==> src/rtl/core/gprt_pkg.sv <==
// ----------------------------------------------------------------------------
// gprt_pkg
// Shared types, constants and direction helpers of the grid path search.
// ----------------------------------------------------------------------------
package gprt_pkg;

	localparam int WINDOW     = 32;
	localparam int HALF       = WINDOW / 2;
	localparam int CW         = $clog2(WINDOW);
	localparam int AW         = 2 * CW;
	localparam int DEPTH      = WINDOW * WINDOW;
	localparam int RESULT_CAP = 64;
	localparam int EW         = $clog2(RESULT_CAP);
	localparam int NW         = EW + 1;

	localparam logic [7:0] PATH_LIMIT = 8'd64;

	localparam logic [2:0] ST_STEP    = 3'd0;
	localparam logic [2:0] ST_RANGE   = 3'd1;
	localparam logic [2:0] ST_UNREACH = 3'd2;
	localparam logic [2:0] ST_TRACE   = 3'd3;
	localparam logic [2:0] ST_EMPTY   = 3'd4;

	localparam logic [3:0] DIR_FIRST  = 4'd1;
	localparam logic [3:0] DIR_CENTER = 4'd5;
	localparam logic [3:0] DIR_LAST   = 4'd9;
	localparam logic [3:0] DIR_SUM    = 4'd10;

	localparam logic REG_WIDTH  = 1'b0;
	localparam logic REG_HEIGHT = 1'b1;

	typedef struct packed {
		logic       op;
		logic [4:0] cell_row;
		logic [4:0] cell_col;
		logic       cell_passable;
		logic [7:0] player_x;
		logic [7:0] player_y;
		logic [7:0] target_x;
		logic [7:0] target_y;
	} item_t;

	typedef struct packed {
		logic [3:0] step_dir;
		logic [2:0] status;
		logic       last;
	} res_t;

	typedef enum logic [4:0] {
		DP_NOP,
		DP_LOAD,
		DP_LATCH,
		DP_WIN,
		DP_FILL,
		DP_SEED_P,
		DP_SEED_T,
		DP_SWEEP_INIT,
		DP_NEXT_ROW,
		DP_CELL_RD,
		DP_CELL_SKIP,
		DP_CELL_TAKE,
		DP_NB_RD,
		DP_NB_WR,
		DP_T_RD,
		DP_TR_INIT,
		DP_TR_START,
		DP_TR_RD,
		DP_TR_NEXT,
		DP_TR_TAKE,
		DP_EM_OUT,
		DP_SINGLE
	} dp_op_t;

	typedef struct packed {
		dp_op_t     op;
		logic [2:0] code;
	} dp_cmd_t;

	typedef struct packed {
		logic fill_last;
		logic in_range;
		logic row_done;
		logic col_done;
		logic cell_skip;
		logic k_last;
		logic changed;
		logic t_found;
		logic at_player;
		logic n_zero;
		logic tr_match;
		logic tr_full;
		logic em_last;
	} dp_stat_t;

	function automatic logic signed [1:0] step_dx(input logic [3:0] k);
		logic signed [1:0] v;
		case (k) inside
			4'd1, 4'd4, 4'd7: v = -2'sd1;
			4'd3, 4'd6, 4'd9: v = 2'sd1;
			default:          v = 2'sd0;
		endcase
		return v;
	endfunction

	function automatic logic signed [1:0] step_dy(input logic [3:0] k);
		logic signed [1:0] v;
		case (k) inside
			4'd1, 4'd2, 4'd3: v = 2'sd1;
			4'd7, 4'd8, 4'd9: v = -2'sd1;
			default:          v = 2'sd0;
		endcase
		return v;
	endfunction

endpackage

==> src/rtl/core/gprt_ctrl.sv <==
// ----------------------------------------------------------------------------
// gprt_ctrl
// Controller: sequences window setup, fill, relaxation sweeps, trace, output.
// ----------------------------------------------------------------------------
module gprt_ctrl import gprt_pkg::*; (
	input  logic     clk,
	input  logic     arst_n,
	input  logic     start,
	input  logic     search,
	input  dp_stat_t stat,
	output dp_cmd_t  cmd,
	output logic     busy
);

	typedef enum logic [4:0] {
		S_IDLE,
		S_WIN,
		S_FILL,
		S_FILL_END,
		S_SEED_P,
		S_SEED_T,
		S_CELL,
		S_CELL_CHK,
		S_NB_RD,
		S_NB_WR,
		S_T_CHK,
		S_TR_LOOP,
		S_TR_RD,
		S_TR_CMP,
		S_EM_RD,
		S_EM_OUT,
		S_SINGLE
	} state_t;

	state_t state_q, state_d;
	logic [2:0] code_q, code_d;

	always_comb begin
		state_d = state_q;
		code_d  = code_q;
		cmd     = '{op: DP_NOP, code: code_q};
		case (state_q)
			S_IDLE: begin
				if (start) begin
					if (search) begin
						cmd.op  = DP_LATCH;
						state_d = S_WIN;
					end else begin
						cmd.op = DP_LOAD;
					end
				end
			end
			S_WIN: begin
				cmd.op  = DP_WIN;
				state_d = S_FILL;
			end
			S_FILL: begin
				cmd.op = DP_FILL;
				if (stat.fill_last) begin
					state_d = S_FILL_END;
				end
			end
			S_FILL_END: state_d = S_SEED_P;
			S_SEED_P: begin
				cmd.op = DP_SEED_P;
				if (stat.in_range) begin
					state_d = S_SEED_T;
				end else begin
					code_d  = ST_RANGE;
					state_d = S_SINGLE;
				end
			end
			S_SEED_T: begin
				cmd.op  = DP_SEED_T;
				state_d = S_CELL;
			end
			S_CELL: begin
				if (stat.row_done) begin
					cmd.op  = DP_T_RD;
					state_d = S_T_CHK;
				end else if (stat.col_done) begin
					cmd.op = DP_NEXT_ROW;
				end else begin
					cmd.op  = DP_CELL_RD;
					state_d = S_CELL_CHK;
				end
			end
			S_CELL_CHK: begin
				if (stat.cell_skip) begin
					cmd.op  = DP_CELL_SKIP;
					state_d = S_CELL;
				end else begin
					cmd.op  = DP_CELL_TAKE;
					state_d = S_NB_RD;
				end
			end
			S_NB_RD: begin
				cmd.op  = DP_NB_RD;
				state_d = S_NB_WR;
			end
			S_NB_WR: begin
				cmd.op  = DP_NB_WR;
				state_d = stat.k_last ? S_CELL : S_NB_RD;
			end
			S_T_CHK: begin
				if (stat.t_found) begin
					cmd.op  = DP_TR_INIT;
					state_d = S_TR_LOOP;
				end else if (stat.changed) begin
					cmd.op  = DP_SWEEP_INIT;
					state_d = S_CELL;
				end else begin
					code_d  = ST_UNREACH;
					state_d = S_SINGLE;
				end
			end
			S_TR_LOOP: begin
				if (stat.at_player) begin
					if (stat.n_zero) begin
						code_d  = ST_EMPTY;
						state_d = S_SINGLE;
					end else begin
						state_d = S_EM_RD;
					end
				end else begin
					cmd.op  = DP_TR_START;
					state_d = S_TR_RD;
				end
			end
			S_TR_RD: begin
				cmd.op  = DP_TR_RD;
				state_d = S_TR_CMP;
			end
			S_TR_CMP: begin
				if (stat.tr_match) begin
					if (stat.tr_full) begin
						code_d  = ST_TRACE;
						state_d = S_SINGLE;
					end else begin
						cmd.op  = DP_TR_TAKE;
						state_d = S_TR_LOOP;
					end
				end else if (stat.k_last) begin
					code_d  = ST_TRACE;
					state_d = S_SINGLE;
				end else begin
					cmd.op  = DP_TR_NEXT;
					state_d = S_TR_RD;
				end
			end
			S_EM_RD: state_d = S_EM_OUT;
			S_EM_OUT: begin
				cmd.op  = DP_EM_OUT;
				state_d = stat.em_last ? S_IDLE : S_EM_RD;
			end
			S_SINGLE: begin
				cmd.op  = DP_SINGLE;
				state_d = S_IDLE;
			end
			default: state_d = S_IDLE;
		endcase
	end

	always_ff @(posedge clk or negedge arst_n) begin
		if (!arst_n) begin
			state_q <= S_IDLE;
			code_q  <= ST_STEP;
			busy    <= 1'b0;
		end else begin
			state_q <= state_d;
			code_q  <= code_d;
			busy    <= (state_d != S_IDLE);
		end
	end

endmodule

==> config.mk <==
export PLATFORM = sky130hd
export DESIGN_NAME = gprt_ctrl
export DESIGN_NICKNAME = d
export VERILOG_FILES = /design/src/rtl/core/gprt_pkg.sv /design/src/rtl/core/gprt_ctrl.sv
export SDC_FILE = /design/constraint.sdc
export NUM_CORES = 1
export LEC_CHECK = 0
export BUFFER_PORTS_ARGS = -buffer_cell sky130_fd_sc_hd__buf_2
export CAP_MARGIN = 20
export CORE_MARGIN = 1.5
export CORE_UTILIZATION = 45
export CTS_BUF_LIST = sky130_fd_sc_hd__clkbuf_4 sky130_fd_sc_hd__clkbuf_8
export DETAILED_ROUTE_END_ITERATION = 10
export PLACE_DENSITY = 0.71
export SETUP_SLACK_MARGIN = 0.05
export SLEW_MARGIN = 5
export SYNTH_ARGS = -nofsm -noshare
export SYNTH_HDL_FRONTEND = slang
export SYNTH_SLANG_ARGS = --single-unit
==> constraint.sdc <==
create_clock -name clk -period 5.1 [get_ports clk]
set_input_delay 0.255 -clock clk [delete_from_list [all_inputs] [get_ports clk]]
set_output_delay 0.255 -clock clk [all_outputs]
set_load 0.02 [all_outputs]
# Word-level counts from Yosys, hierarchy flattened
# Index checks and enable logic that the tools add are counted.
# classes
eq_ne,23
n_reduce_logical,4
n_mux,38
# ops
op,n
$mux 5,17
$pmux 5 s16,1
$pmux 5 s15,1
$eq 5x4->1 const B,8
$mux 3,10
$eq 5x3->1 const B,4
$mux 4,4
$pmux 3 s4,1
$eq 5x2->1 const B,2
$ne 2x2->1 const B,5
$reduce_and 8->1,1
$ne 3x3->1 const B,2
$eq 5x1->1 const B,1
$eq 5x5->1 const B,1
$logic_not 5->1,1
$reduce_bool 5->1,1
$mux 2,2
$reduce_bool 4->1,1
$mux 1,2
# totals
register_bits,9
inputBits,17
elab_cells,68
out_inout_bits,9

# Depth between registers and ports, before layout
# Gate-level depths: netlist of run 1.
# logic_depth
word_depth,4
ltp_mapped,8
ltp_nobuf,7

# Worst setup path before layout of run 1
# Ideal clock, no wire load.
# synth_path
kind,register -> register
start,register state_q[3]
end,register busy
setup_ns,0.131
path_slack_ns,3.093
path_buffers,1
t_arrival_ns,1.876
required_ns,4.969
path_stages_with_launch,7
cell_sequence,dfrtp_1 > buf_2 > o211ai_1 > a311oi_1 > or4b_4 > or3_1 > or3_1
# synth_between
word_cells_on_any_way,23
# synth_lines
item,line_no,text
start: declaration,gprt_ctrl.sv:35,"state_t state_q, state_d;"
start signal: assignment,gprt_ctrl.sv:170,state_q <= state_d;
$eq 5x4->1 (tied with other cells),gprt_ctrl.sv:42,case (state_q)
$pmux 5 s16 (*),gprt_ctrl.sv:42,
named net state_d[0],gprt_ctrl.sv:35,
$reduce_bool 5->1 (*),gprt_ctrl.sv:172,busy <= (state_d != S_IDLE);
end signal: assignment,gprt_ctrl.sv:172,
end: declaration,gprt_ctrl.sv:12,output logic busy
# Mark *: on every way through the listed nets, which the timed path passes. The rest lies on a longest branch.
# A chain may end at the register's enable or synchronous reset.

==> results.txt, run 1 <==
The run finished with clean final reports. The number of cells on the worst reg-to-reg path is 6. The total power is 0.000539 W.

Excluding fillers, the count of instances in the completed layout stands at 165. Total global routing overflow: 0. The remaining routing DRC violations is 0. Startpoint of the tightest hold check path: stat[3].

The final wirelength came out at 2.45 mm. Counting flops with an async set or reset pin after synthesis yields a share of 100%. The number of vias per cell works out to 6.04.

In this run the critical register-to-register path is launched from state_q[2]. Clock tree synthesis inserted a total of 3 buffers. Setup repair after global routing left no endpoint under its margin. In the global route stage, met2 resource usage came out at 36.2%. Timing would allow up to 388 MHz. The die covers 2210 sq um. For hold timing, the worst endpoint is state_q[1]. The flop-to-flop setup slack came out at 2.62 ns. Minimum period implied by the final worst setup slack: 2.58 ns.

met1 is the most crowded layer. In this run, distinct cell masters in the synthesized netlist total 38. The count of standard-cell rows was 15. The tools report the maximum buffer depth of the clock tree as 2. The worst setup path is launched from a flip-flop. Summed over all nets, the half-perimeter wirelength after detailed placement is 1.85 mm.

The vias after detailed routing is 997, and the proportion of layout cells with a drive suffix above 1 is 23.6%. CTS placed an instance of clkbuf_4 at the clock tree root. Dominant synthesized flop cell: dfrtp_1. The synthesized design contains 0 enable-type register cells. The run gives 24.5% as the total track usage. Setup violations remaining at the end of the flow were counted as 0. For this run, global-route usage on met3 was measured as 6.92%.

At the worst endpoint, the arrival time is 2.32 ns. The logs give 0 for the number of diodes added for antenna fixing and 3.79 mm for the first-pass GRT wire length. Counting every instance in the synthesized netlist gives 117. The area growth from synthesis to layout is 18.3%. The tools report the sequential area share after synthesis as 25.9%. After routing, the total negative slack on setup checks comes to 0 ns.

The final-report max-slew violation count was 0. Across the VDD grid, the largest voltage drop is 0.336 mV. The number of input and output port buffers inserted was 25; the clock transition at the registers of the reported paths was 0.06 ns. The tools report the leakage component of the power as 0.456 nW. The library cells used most frequently in the layout, excluding fill and tap cells, are buf_2, nand2_1, nand3_1, dfrtp_1, nor2_1. In this run the critical register-to-register path is captured at busy.

The final critical path takes up 50.6% of the cycle. Each instance of the synthesized netlist takes up on average 7.43 sq um. The logs give 0 for the initial antenna violation count and 21 for the maximum number of pins on one net before global-route repair.

The die is 47.0 microns wide. For the pin with the worst max-slew slack, the measured transition is 0.691 ns. The via count of the first global-routing pass is 816.

The share of synthesized area in the top cell type comes to 25.9%. The critical path in this run is classified as reg2out. The die is 47.0 microns tall. Clock latency on the worst-skew pair, taken at its later pin, is 0.26 ns. The pre-antenna-repair detailed-routing pass consisted of 4 iterations. TritonCTS built the clock tree.

STA puts the critical path data required time at 4.85 ns. The final hold violation count was 0; the number of resized instances in the post-cts repair step was 0. For this design the ratio of total power to cell area is 524 nW/um^2. During synthesis, Yosys emitted a total of 0 warnings. Max-cap violations in this run came to 0. Leaving out fill and tap cells, the most frequent cell in the layout is buf_2. In this run the standard cell core region covers 1760 sq um. The tightest slew margin relative to the limit was 52.7%; the number of H-tree branching levels was 1. STA classifies the critical path endpoint as a primary output. CTS saw 9 sinks.

The number of nets handed over by synthesis was 134. The net count of the finished layout is 158. The number of I/O pins came out at 26. By area the synthesized netlist is led by dfrtp_1, nand3_1, nand2_1, or3_1, nand4_1. In this run, placement finished with an instance count of 160.

The starting DRC count in detailed routing came out at 42. The min-delay analysis places its worst path in the category in2reg. Area of the mapped netlist: 870 sq um. The post-synthesis cell type with the largest combined area was dfrtp_1.

The met1 layer usage reported by global route is 36.6%. The run gives 0.000252 ns as the worst-case clock skew. In this run the remaining antenna-violating nets after routing total 0. The effective utilization at floorplan was 49.3%; the number of cells traversed by the worst hold path was 3.

Top fanout value on the critical path: 17. Fill cells in the final layout number 186. At the end of routability-driven placement, the weighted congestion stood at 0.902.

Dividing the detail-routed wire length by the instance count gives 14.8 microns. In this run, synthesis produced a sequential element count of 9.
## report_power, final
part | switching (W) | internal [W] | total (W)
clock | 0.0000239 | 0.0000354 | 0.0000593
sequential | 0.0000705 | 0.0000978 | 0.000168
combinational | 0.000182 | 0.000129 | 0.000311
total | 0.000276 | 0.000262 | 0.000539
## layer usage
metal / part of all wire, % / up-vias
li1: - / 485
met1: 45 / 462
met2: 47 / 50
met3: 8.1 / 0
met4: 0 / 0
met5: 0 / -
## cell usage after synthesis (all sizes together), types with 4 or more instances
library cell,n
a21oi,6
nand2b,4
nor3,6
nor2b,4
nand3,10
or3,6
buf,7
nor2,7
nand3b,4
nand2,10
inv,7
o21ai,4
nand4,5
dfrtp,9
## metrics by stage
step	area [sq um]	utilization, %	setup slack (ns)	hold slack (ns)
after floorplan	870	-	3.09	-0.0406
after global placement	988	56.0	2.67	0.107
after detailed placement	988	56.0	2.65	0.115
after CTS	1030	58.3	2.55	0.354
after global routing	1030	58.3	2.42	0.390
final	1030	58.3	2.52	0.361
## worst max-delay path by stage
stage	start	end	slack, ns	cells after the start
floorplan	state_q[3]	busy	3.09	6
global placement	state_q[4]	busy	2.67	6
detailed placement	state_q[2]	busy	2.65	6
CTS	state_q[3]	cmd[7]	2.55	5
global route	state_q[3]	cmd[7]	2.42	5
finish	state_q[3]	cmd[7]	2.52	5
## registers in the layout, summed over array words and instances (netlist names)
| name | cells |
|---|---|
| code_q | 3 |
| busy | 1 |
| state_q | 5 |
## logic make-up (layout without fill, tap and decap cells)
| kind of cell | count (synthesis) | count (layout) | synth area share (%) |
|---|---|---|---|
| and+or+nand+nor | 64 | 64 | 41.4 |
| AOI/OAI and AO/OA | 26 | 26 | 21.0 |
| buffers and inverters | 14 | 37 | 7.34 |
| DFF | 9 | 9 | 25.9 |
| xor gates and xnor gates | 3 | 3 | 3.02 |
| muxes | 1 | 1 | 1.29 |
## critical path, cell delays in order, from the launching register on
cell      delay, ns
dfrtp_1        0.66
nor4bb_1       0.57
nand2_1        0.18
or3_1          0.37
nand4_1        0.12
buf_2          0.17
## repair_timing
action,4_1_cts,5_1_grt
setup buffers,0,0
hold endpoints to repair,9,0
hold buffers,1,0
## area by class of cell
type	instances	area (sq um)	share of cell area (%)
Multi-Input combinational cell	94	581	56.4
Sequential cell	9	225	21.9
Timing Repair Buffer	26	135	13.1
Tap cell	25	31.3	3.04
Clock buffer	4	30.0	2.92
Inverter	7	26.3	2.55
(Power assumes the default switching activity.)
==> run 2, diff against run 1 <==
- clock period: 5.1 -> 2.6 ns (I/O delays scaled with it)
==> run 2 against run 1 <==
Routed wire length grew 4.4%; sequential power grew 72%; critical path depth rose by 1; worst setup slack lost 2.3 ns; hold slack got worse by 0.12 ns; via count rose by 8.2%; largest cell class unchanged; core utilization grew 2.8 points; design area is 4.7% higher.
==> results.txt, run 2 (synthesis gave the netlist of run 1 again) <==
Commonest cells after routing, fill and taps aside: buf_2, nand2_1, nand3_1, dfrtp_1, nor2_1 (unchanged). The tools report the reg-to-reg endpoint as busy (unchanged). The master cell of the clock root buffer is clkbuf_4 (unchanged). The tools report the maximum number of pins on one net before global-route repair as 16 (was 21). Counting stages on the worst path, the most repeated cell is or3_1. The kind of capture point of the worst setup path is a flip-flop (was a primary output). The final wirelength is 2.56 mm (was 2.45 mm), and the filler cell count is 172 (was 186). The number of input and output port buffers inserted came out at 25 (unchanged). The category of cells accounting for the largest share of critical-path delay is simple AND/OR/NAND/NOR gates (unchanged).

The tools report the max-cap check violation count as 0 (unchanged). The minimum period implied by the final worst setup slack is 2.42 ns, and the setup slack at placement is 0.240 ns (was 2.65 ns). The least setup slack across all paths after layout was 0.185 ns (was 2.52 ns); the aggregate negative setup slack was 0 ns (unchanged). Effective utilization at floorplan: 49.3% (unchanged). The kind of critical path is reg2reg (was reg2out).

The number of cells traversed by the worst hold path is 3 (unchanged). The class of the worst hold path was in2reg (unchanged). The run gives 163 (was 158) as the post-layout net count. Final standard cell area without fillers: 1080 sq um (was 1030 sq um). The worst-case clock skew was 0.00497 ns (was 0.000252 ns). Setup repair after global routing left no endpoint under its margin. The proportion of layout cells with a drive suffix above 1 was 27.6% (was 23.6%). The register bank with the most flops was state_q (unchanged).

The run gives 3 (unchanged) as the number of clock buffers inserted by TritonCTS. The multi-input logic area was 592 sq um (was 581 sq um). The flip-flop count of the largest register after layout came out at 5 (unchanged).

The run gives 1030 sq um (was 988 sq um) as the standard cell area after detailed placement. The number of H-tree branching levels came out at 1 (unchanged). The cell depth of the worst flop-to-flop path came out at 6 (unchanged). The final-report max-slew violation count was 0 (unchanged). The run finished with clean final reports. The worst path uses 92.9% of the clock period.

For the peak clock frequency supported by timing, the log shows 414 MHz. TritonCTS built the clock tree. Start of the worst register-to-register path: state_q[2] (unchanged). The number of I/O pins was 26 (unchanged); the number of nets with antenna violations after detailed routing was 0 (unchanged). The capture point of the critical path is busy (was cmd[7]). The minimum hold slack is 0.243 ns (was 0.361 ns), and the total global routing overflow is 0 (unchanged). Cell chain of the critical path: inv_1 > nand4_1 > a311oi_1 > or4b_4 > or3_1 > or3_1 (was nor4bb_1 > nand2_1 > or3_1 > nand4_1 > buf_2). The total track usage is 26.0% (was 24.5%), and the later-pin clock latency in the skew report is 0.26 ns (about the same). The run gives 225 sq um (unchanged) as the area taken by flip-flops and latches. The leading cell type in the layout, fill and taps excluded was buf_2 (unchanged). The total iterations of the first detailed-routing run is 4 (unchanged).

Number of stages on the worst setup path: 6 (was 5). For the flop-to-flop setup slack, the log shows 0.18 ns (was 2.62 ns). The number of vias per cell came out at 6.35 (was 6.04). The floorplan die height is 47.0 microns (unchanged).

The CTS sink count is 9 (unchanged). The via count of the first global-routing pass was 906 (was 816). The tools report the final RePlAce weighted congestion as 0.965 (was 0.902). The number of diodes added for antenna fixing is 0 (unchanged). The endpoint arrival time on the critical path is 2.55 ns (was 2.32 ns). The run gives 1.96 mm (was 1.85 mm) as the final HPWL from detailed placement. Final core utilization: 61.1% (was 58.3%).

Largest registers in the final layout: state_q x5, code_q x3, busy x1 (unchanged). The core region area is 1760 sq um (unchanged), and the remaining routing DRC violations is 0 (unchanged). Top fanout value on the critical path: 15 (was 17).

The starting DRC count in detailed routing is 69 (was 42). The tools report the leakage component of the power as 0.486 nW (was 0.456 nW). The run gives 0 (unchanged) as the final hold violation count. For the overall die area, the log shows 2210 sq um (unchanged).

The area overhead of the layout relative to synthesis came out at 23.9% (was 18.3%). The tools report the kind of launch point of the worst setup path as a flip-flop (unchanged). The average wire per standard cell is 15.0 microns (was 14.8 microns), and the clock transition at the registers of the reported paths is 0.06 ns (about the same). The tools report the vias after detailed routing as 1079 (was 997).

The number of buffer and inverter instances along the worst setup path is 1 (unchanged), and the power per standard cell area is 1030 nW/um^2 (was 524 nW/um^2). The slowest cell on the critical path was dfrtp_1 (unchanged). The maximum buffer depth of the clock tree was 2 (unchanged). The width of the die was 47.0 microns (unchanged).

The tightest slew margin relative to the limit was 64.4% (was 52.7%); the actual transition at the worst max-transition pin was 0.521 ns (was 0.691 ns). The initial antenna violation count came out at 0 (unchanged). First-pass GRT wire length: 4.06 mm (was 3.79 mm). Peak per-stage delay on the critical path: 0.64 ns (was 0.66 ns). The start point of the critical path is state_q[2] (was state_q[3]). The run gives 15 (unchanged) as the count of standard-cell rows.

The worst vdd rail ir drop is 0.672 mV (was 0.336 mV), and the final count of negative-setup-slack endpoints is 0 (unchanged). The run gives 2.74 ns (was 4.85 ns) as the required time at the worst-slack endpoint.
[run 2: cell count changes in the layout (fill, tap and decap cells not counted), sizes merged]
cell / change
buf: +5
[run 2: cell type report]
type                       instances  share of cell area [%]
multi-input combinational         94                    54.9
timing repair buffer              31                    16.0
clock buffer                       4                    2.79
tap                               25                    2.90
inverter                           7                    2.44
sequential                         9                    20.9
[run 2: what timing repair did]
action / in CTS / in global routing
hold buffers: 1 / 0
resized for setup: 0 / 2
hold endpoints to repair: 9 / 0
endpoints found under the setup margin: 0 / 3
buffers inserted: 0 / 0
[run 2: routing by layer]
layer | part of all wire, % | wire length (microns) | vias to the layer above | GRT usage [%]
met3 | 9.2 | 234 | 4 | 6.54
li1 | - | - | 496 | -
met1 | 45 | 1150 | 499 | 37.7
met4 | 0.86 | 22 | 0 | 7.22
met5 | 0 | 0 | - | 0
met2 | 45 | 1150 | 80 | 38.4
[run 2: worst min-delay path by stage]
stage,start,slack [ns],to
3_3_place_gp,arst_n,-0.01,code_q[2]
3_5_place_dp,arst_n,-0.01,code_q[2]
6_report,stat[3],0.24,state_q[1]
5_1_grt,stat[3],0.25,state_q[1]
4_1_cts,stat[3],0.23,state_q[1]
2_1_floorplan,arst_n,-0.17,busy
[run 2: tightest hold or removal path, stage by stage]
cell	delay, ns
buf_2	0.08
or3_1	0.10
nand4b_1	0.12
[run 2: stage by stage]
stage	cells	total power (W)
2_1_floorplan	117	0.000768
3_3_place_gp	165	0.000966
5_1_grt	170	0.00119
3_5_place_dp	165	0.000968
4_1_cts	170	0.00109
6_report	170	0.00111
[run 2: power breakdown]
part / internal (W) / switching, W
combinational: 0.000292 / 0.000408
sequential: 0.000193 / 0.0000961
clock: 0.0000696 / 0.0000490
==> run 3, diff against run 2 <==
- PLACE_DENSITY: 0.71 -> 0.81
==> run 3 against run 2 <==
First-iteration DRC count shrank 2.9%; routed wire length increased by 4.7%; largest cell class unchanged; design area unchanged; register-to-register slack better by 0.04 ns; clock-buffer cell count stayed put.
==> results.txt, run 3 (synthesis gave the netlist of run 1 again) <==
The run finished with clean final reports. Overall die area: 2210 sq um (unchanged). The proportion of layout cells with a drive suffix above 1 was 27.6% (unchanged).

The worst-case clock skew is 0.00486 ns (was 0.00497 ns), and the final RePlAce weighted congestion is 0.949 (was 0.965). The portion of total power attributed to combinational logic was 61.9% (was 63.2%). The run gives 0.23 ns (was 0.18 ns) as the flop-to-flop setup slack. The maximum buffer depth of the clock tree is 2 (unchanged), and the average wire per standard cell is 15.8 microns (was 15.0 microns). The clock transition at the registers of the reported paths is 0.06 ns (about the same), and the part of the cycle the worst path needs is 91.2% (was 92.9%). Vias after detailed routing: 1091 (was 1079). The logs give 1760 sq um (unchanged) for the core region area and 0 (unchanged) for the number of diodes added for antenna fixing. The minimum period implied by the final worst setup slack came out at 2.37 ns (was 2.42 ns). The run gives 67 (was 69) as the starting DRC count in detailed routing. The number of nets with antenna violations after detailed routing was 0 (unchanged). Setup repair after global routing left no endpoint under its margin. The number of input and output port buffers inserted is 25 (unchanged). The width of the die was 47.0 microns (unchanged); the CTS sink count was 9 (unchanged). For the total iterations of the first detailed-routing run, the log shows 5 (was 4). The final-report max-slew violation count was 0 (unchanged); the initial antenna violation count was 0 (unchanged). Class of the worst hold path: in2async (was in2reg).

Cell chain of the critical path: buf_4 > nor2b_1 > nand3_1 > nor2_1 > a31oi_1 > o211ai_1 > buf_2 (was inv_1 > nand4_1 > a311oi_1 > or4b_4 > or3_1 > or3_1). The switching fraction of total power is 50.7% (was 49.9%), and the final wirelength is 2.68 mm (was 2.56 mm). The number of I/O pins was 26 (unchanged); the actual transition at the worst max-transition pin was 0.701 ns (was 0.521 ns). The internal power of the cells is 0.000551 W (was 0.000555 W). The leading cell type in the layout, fill and taps excluded was buf_2 (unchanged). The category of cells accounting for the largest share of critical-path delay was flip-flops (was simple AND/OR/NAND/NOR gates). The effective utilization at floorplan is 49.3% (unchanged), and the number of vias per cell is 6.42 (was 6.35). The top fanout value on the critical path came out at 16 (was 15). The post-layout net count came out at 163 (unchanged). The flip-flop count of the largest register after layout works out to 5 (unchanged). The run gives 0 (unchanged) as the max-cap check violation count. The kind of critical path was reg2out (was reg2reg). The slowest cell on the critical path is dfrtp_1 (unchanged). The register bank with the most flops is state_q (unchanged). The number of H-tree branching levels was 1 (unchanged); the peak clock frequency supported by timing was 422 MHz (was 414 MHz).

The peak per-stage delay on the critical path works out to 0.67 ns (was 0.64 ns). The worst vdd rail ir drop is 0.624 mV (was 0.672 mV). The number of clock buffers inserted by TritonCTS came out at 3 (unchanged).

For the tightest slew margin relative to the limit, the log shows 52.0% (was 64.4%). The leakage component of the power was 0.485 nW (was 0.486 nW); the power per standard cell area was 1040 nW/um^2 (was 1030 nW/um^2). The aggregate negative setup slack is 0 ns (unchanged), and the via count of the first global-routing pass is 926 (was 906). For the post-CTS setup-driven buffer insertion count, the log shows 0 (unchanged).

The floorplan die height is 47.0 microns (unchanged). The kind of launch point of the worst setup path is a flip-flop (unchanged). The total global routing overflow was 0 (unchanged). Commonest cells after routing, fill and taps aside: buf_2, nand2_1, nand3_1, dfrtp_1, nor2_1 (unchanged). The first-pass GRT wire length is 4.05 mm (was 4.06 mm).

The total track usage is 25.3% (was 26.0%). The area overhead of the layout relative to synthesis was 23.9% (unchanged); the later-pin clock latency in the skew report was 0.26 ns (about the same). Filler cell count: 190 (was 172).

Largest registers in the final layout: state_q x5, code_q x3, busy x1 (unchanged). The sequential share of power was 27.8% (was 26.1%); the total power was 0.00112 W (was 0.00111 W). The required time at the worst-slack endpoint came out at 2.47 ns (was 2.74 ns). The master cell of the clock root buffer was clkbuf_4 (unchanged).

The final HPWL from detailed placement was 2.00 mm (was 1.96 mm). The endpoint arrival time on the critical path is 2.24 ns (was 2.55 ns), and the area taken by flip-flops and latches is 225 sq um (unchanged). The count of standard-cell rows was 15 (unchanged).

The run gives 0.000566 W (was 0.000553 W) as the switching power. The kind of capture point of the worst setup path is a primary output (was a flip-flop). The run gives 17 (was 16) as the maximum number of pins on one net before global-route repair.

TritonCTS built the clock tree. Final count of negative-setup-slack endpoints: 0 (unchanged). For the multi-input logic area, the log shows 592 sq um (unchanged). The clock share of power is 10.4% (was 10.7%). The number of buffer and inverter instances along the worst setup path came out at 2 (was 1). The tools report the final hold violation count as 0 (unchanged). The remaining routing DRC violations came out at 0 (unchanged).
run 3: power by group through the flow:
stage / clock, W / combinational (W) / sequential (W)
finish: 0.000116 / 0.000691 / 0.000310
global route: 0.000128 / 0.000744 / 0.000316
CTS: 0.000122 / 0.000676 / 0.000301
detailed placement: 0 / 0.000672 / 0.000304
global placement: 0 / 0.000663 / 0.000301
floorplan: 0 / 0.000507 / 0.000261
run 3: layout make-up:
class	instances	share of cell area [%]
inverter	7	2.44
tap	25	2.90
sequential	9	20.9
multi-input combinational	94	54.9
timing repair buffer	31	16.0
clock buffer	4	2.79
run 3: timing repair:
action | 4_1_cts | 5_1_grt
hold buffers | 1 | 0
hold endpoints to repair | 9 | 0
endpoints found under the setup margin | 0 | 3
gates resized for setup | 0 | 2
run 3: per-stage QoR:
step | hold WS, ns | worst slack (ns) | instance area [sq um] | utilization [%] | cells
after global placement | -0.0168 | 0.321 | 1030 | 58.2 | 165
after CTS | 0.231 | 0.211 | 1070 | 60.4 | 170
after floorplan | -0.166 | 0.593 | 870 | - | 117
after detailed placement | -0.00968 | 0.297 | 1030 | 58.2 | 165
final | 0.255 | 0.228 | 1080 | 61.1 | 170
after global routing | 0.252 | 0.0965 | 1080 | 61.1 | 170
run 3: final timing paths:
path	startpoint	endpoint	depth (start not counted)
hold / removal	arst_n	code_q[1]	2
hold reg to reg	code_q[1]	code_q[1]	1
min in group clk	stat[3]	state_q[1]	3
max in group asynchronous	arst_n	state_q[3]	2
setup / recovery	state_q[1]	cmd[5]	7
setup reg to reg	state_q[2]	busy	7
run 3: worst reg2reg max path, cell delays in order (launching register included):
cell and delay [ns]:
dfrtp_1 0.64, nand2b_1 0.29, nor3_1 0.10, a21oi_1 0.22, and3_1 0.25, inv_1 0.09, or3_1 0.36, or3_1 0.30
run 3: metal layers:
metal,GRT usage [%],part of all wire (%),vias up,wire [microns]
li1,-,-,497,-
met1,34.9,39,504,1040
met2,39.2,49,88,1300
met3,8.08,12,2,330
met4,5.00,0.19,0,5
met5,0,0,-,0
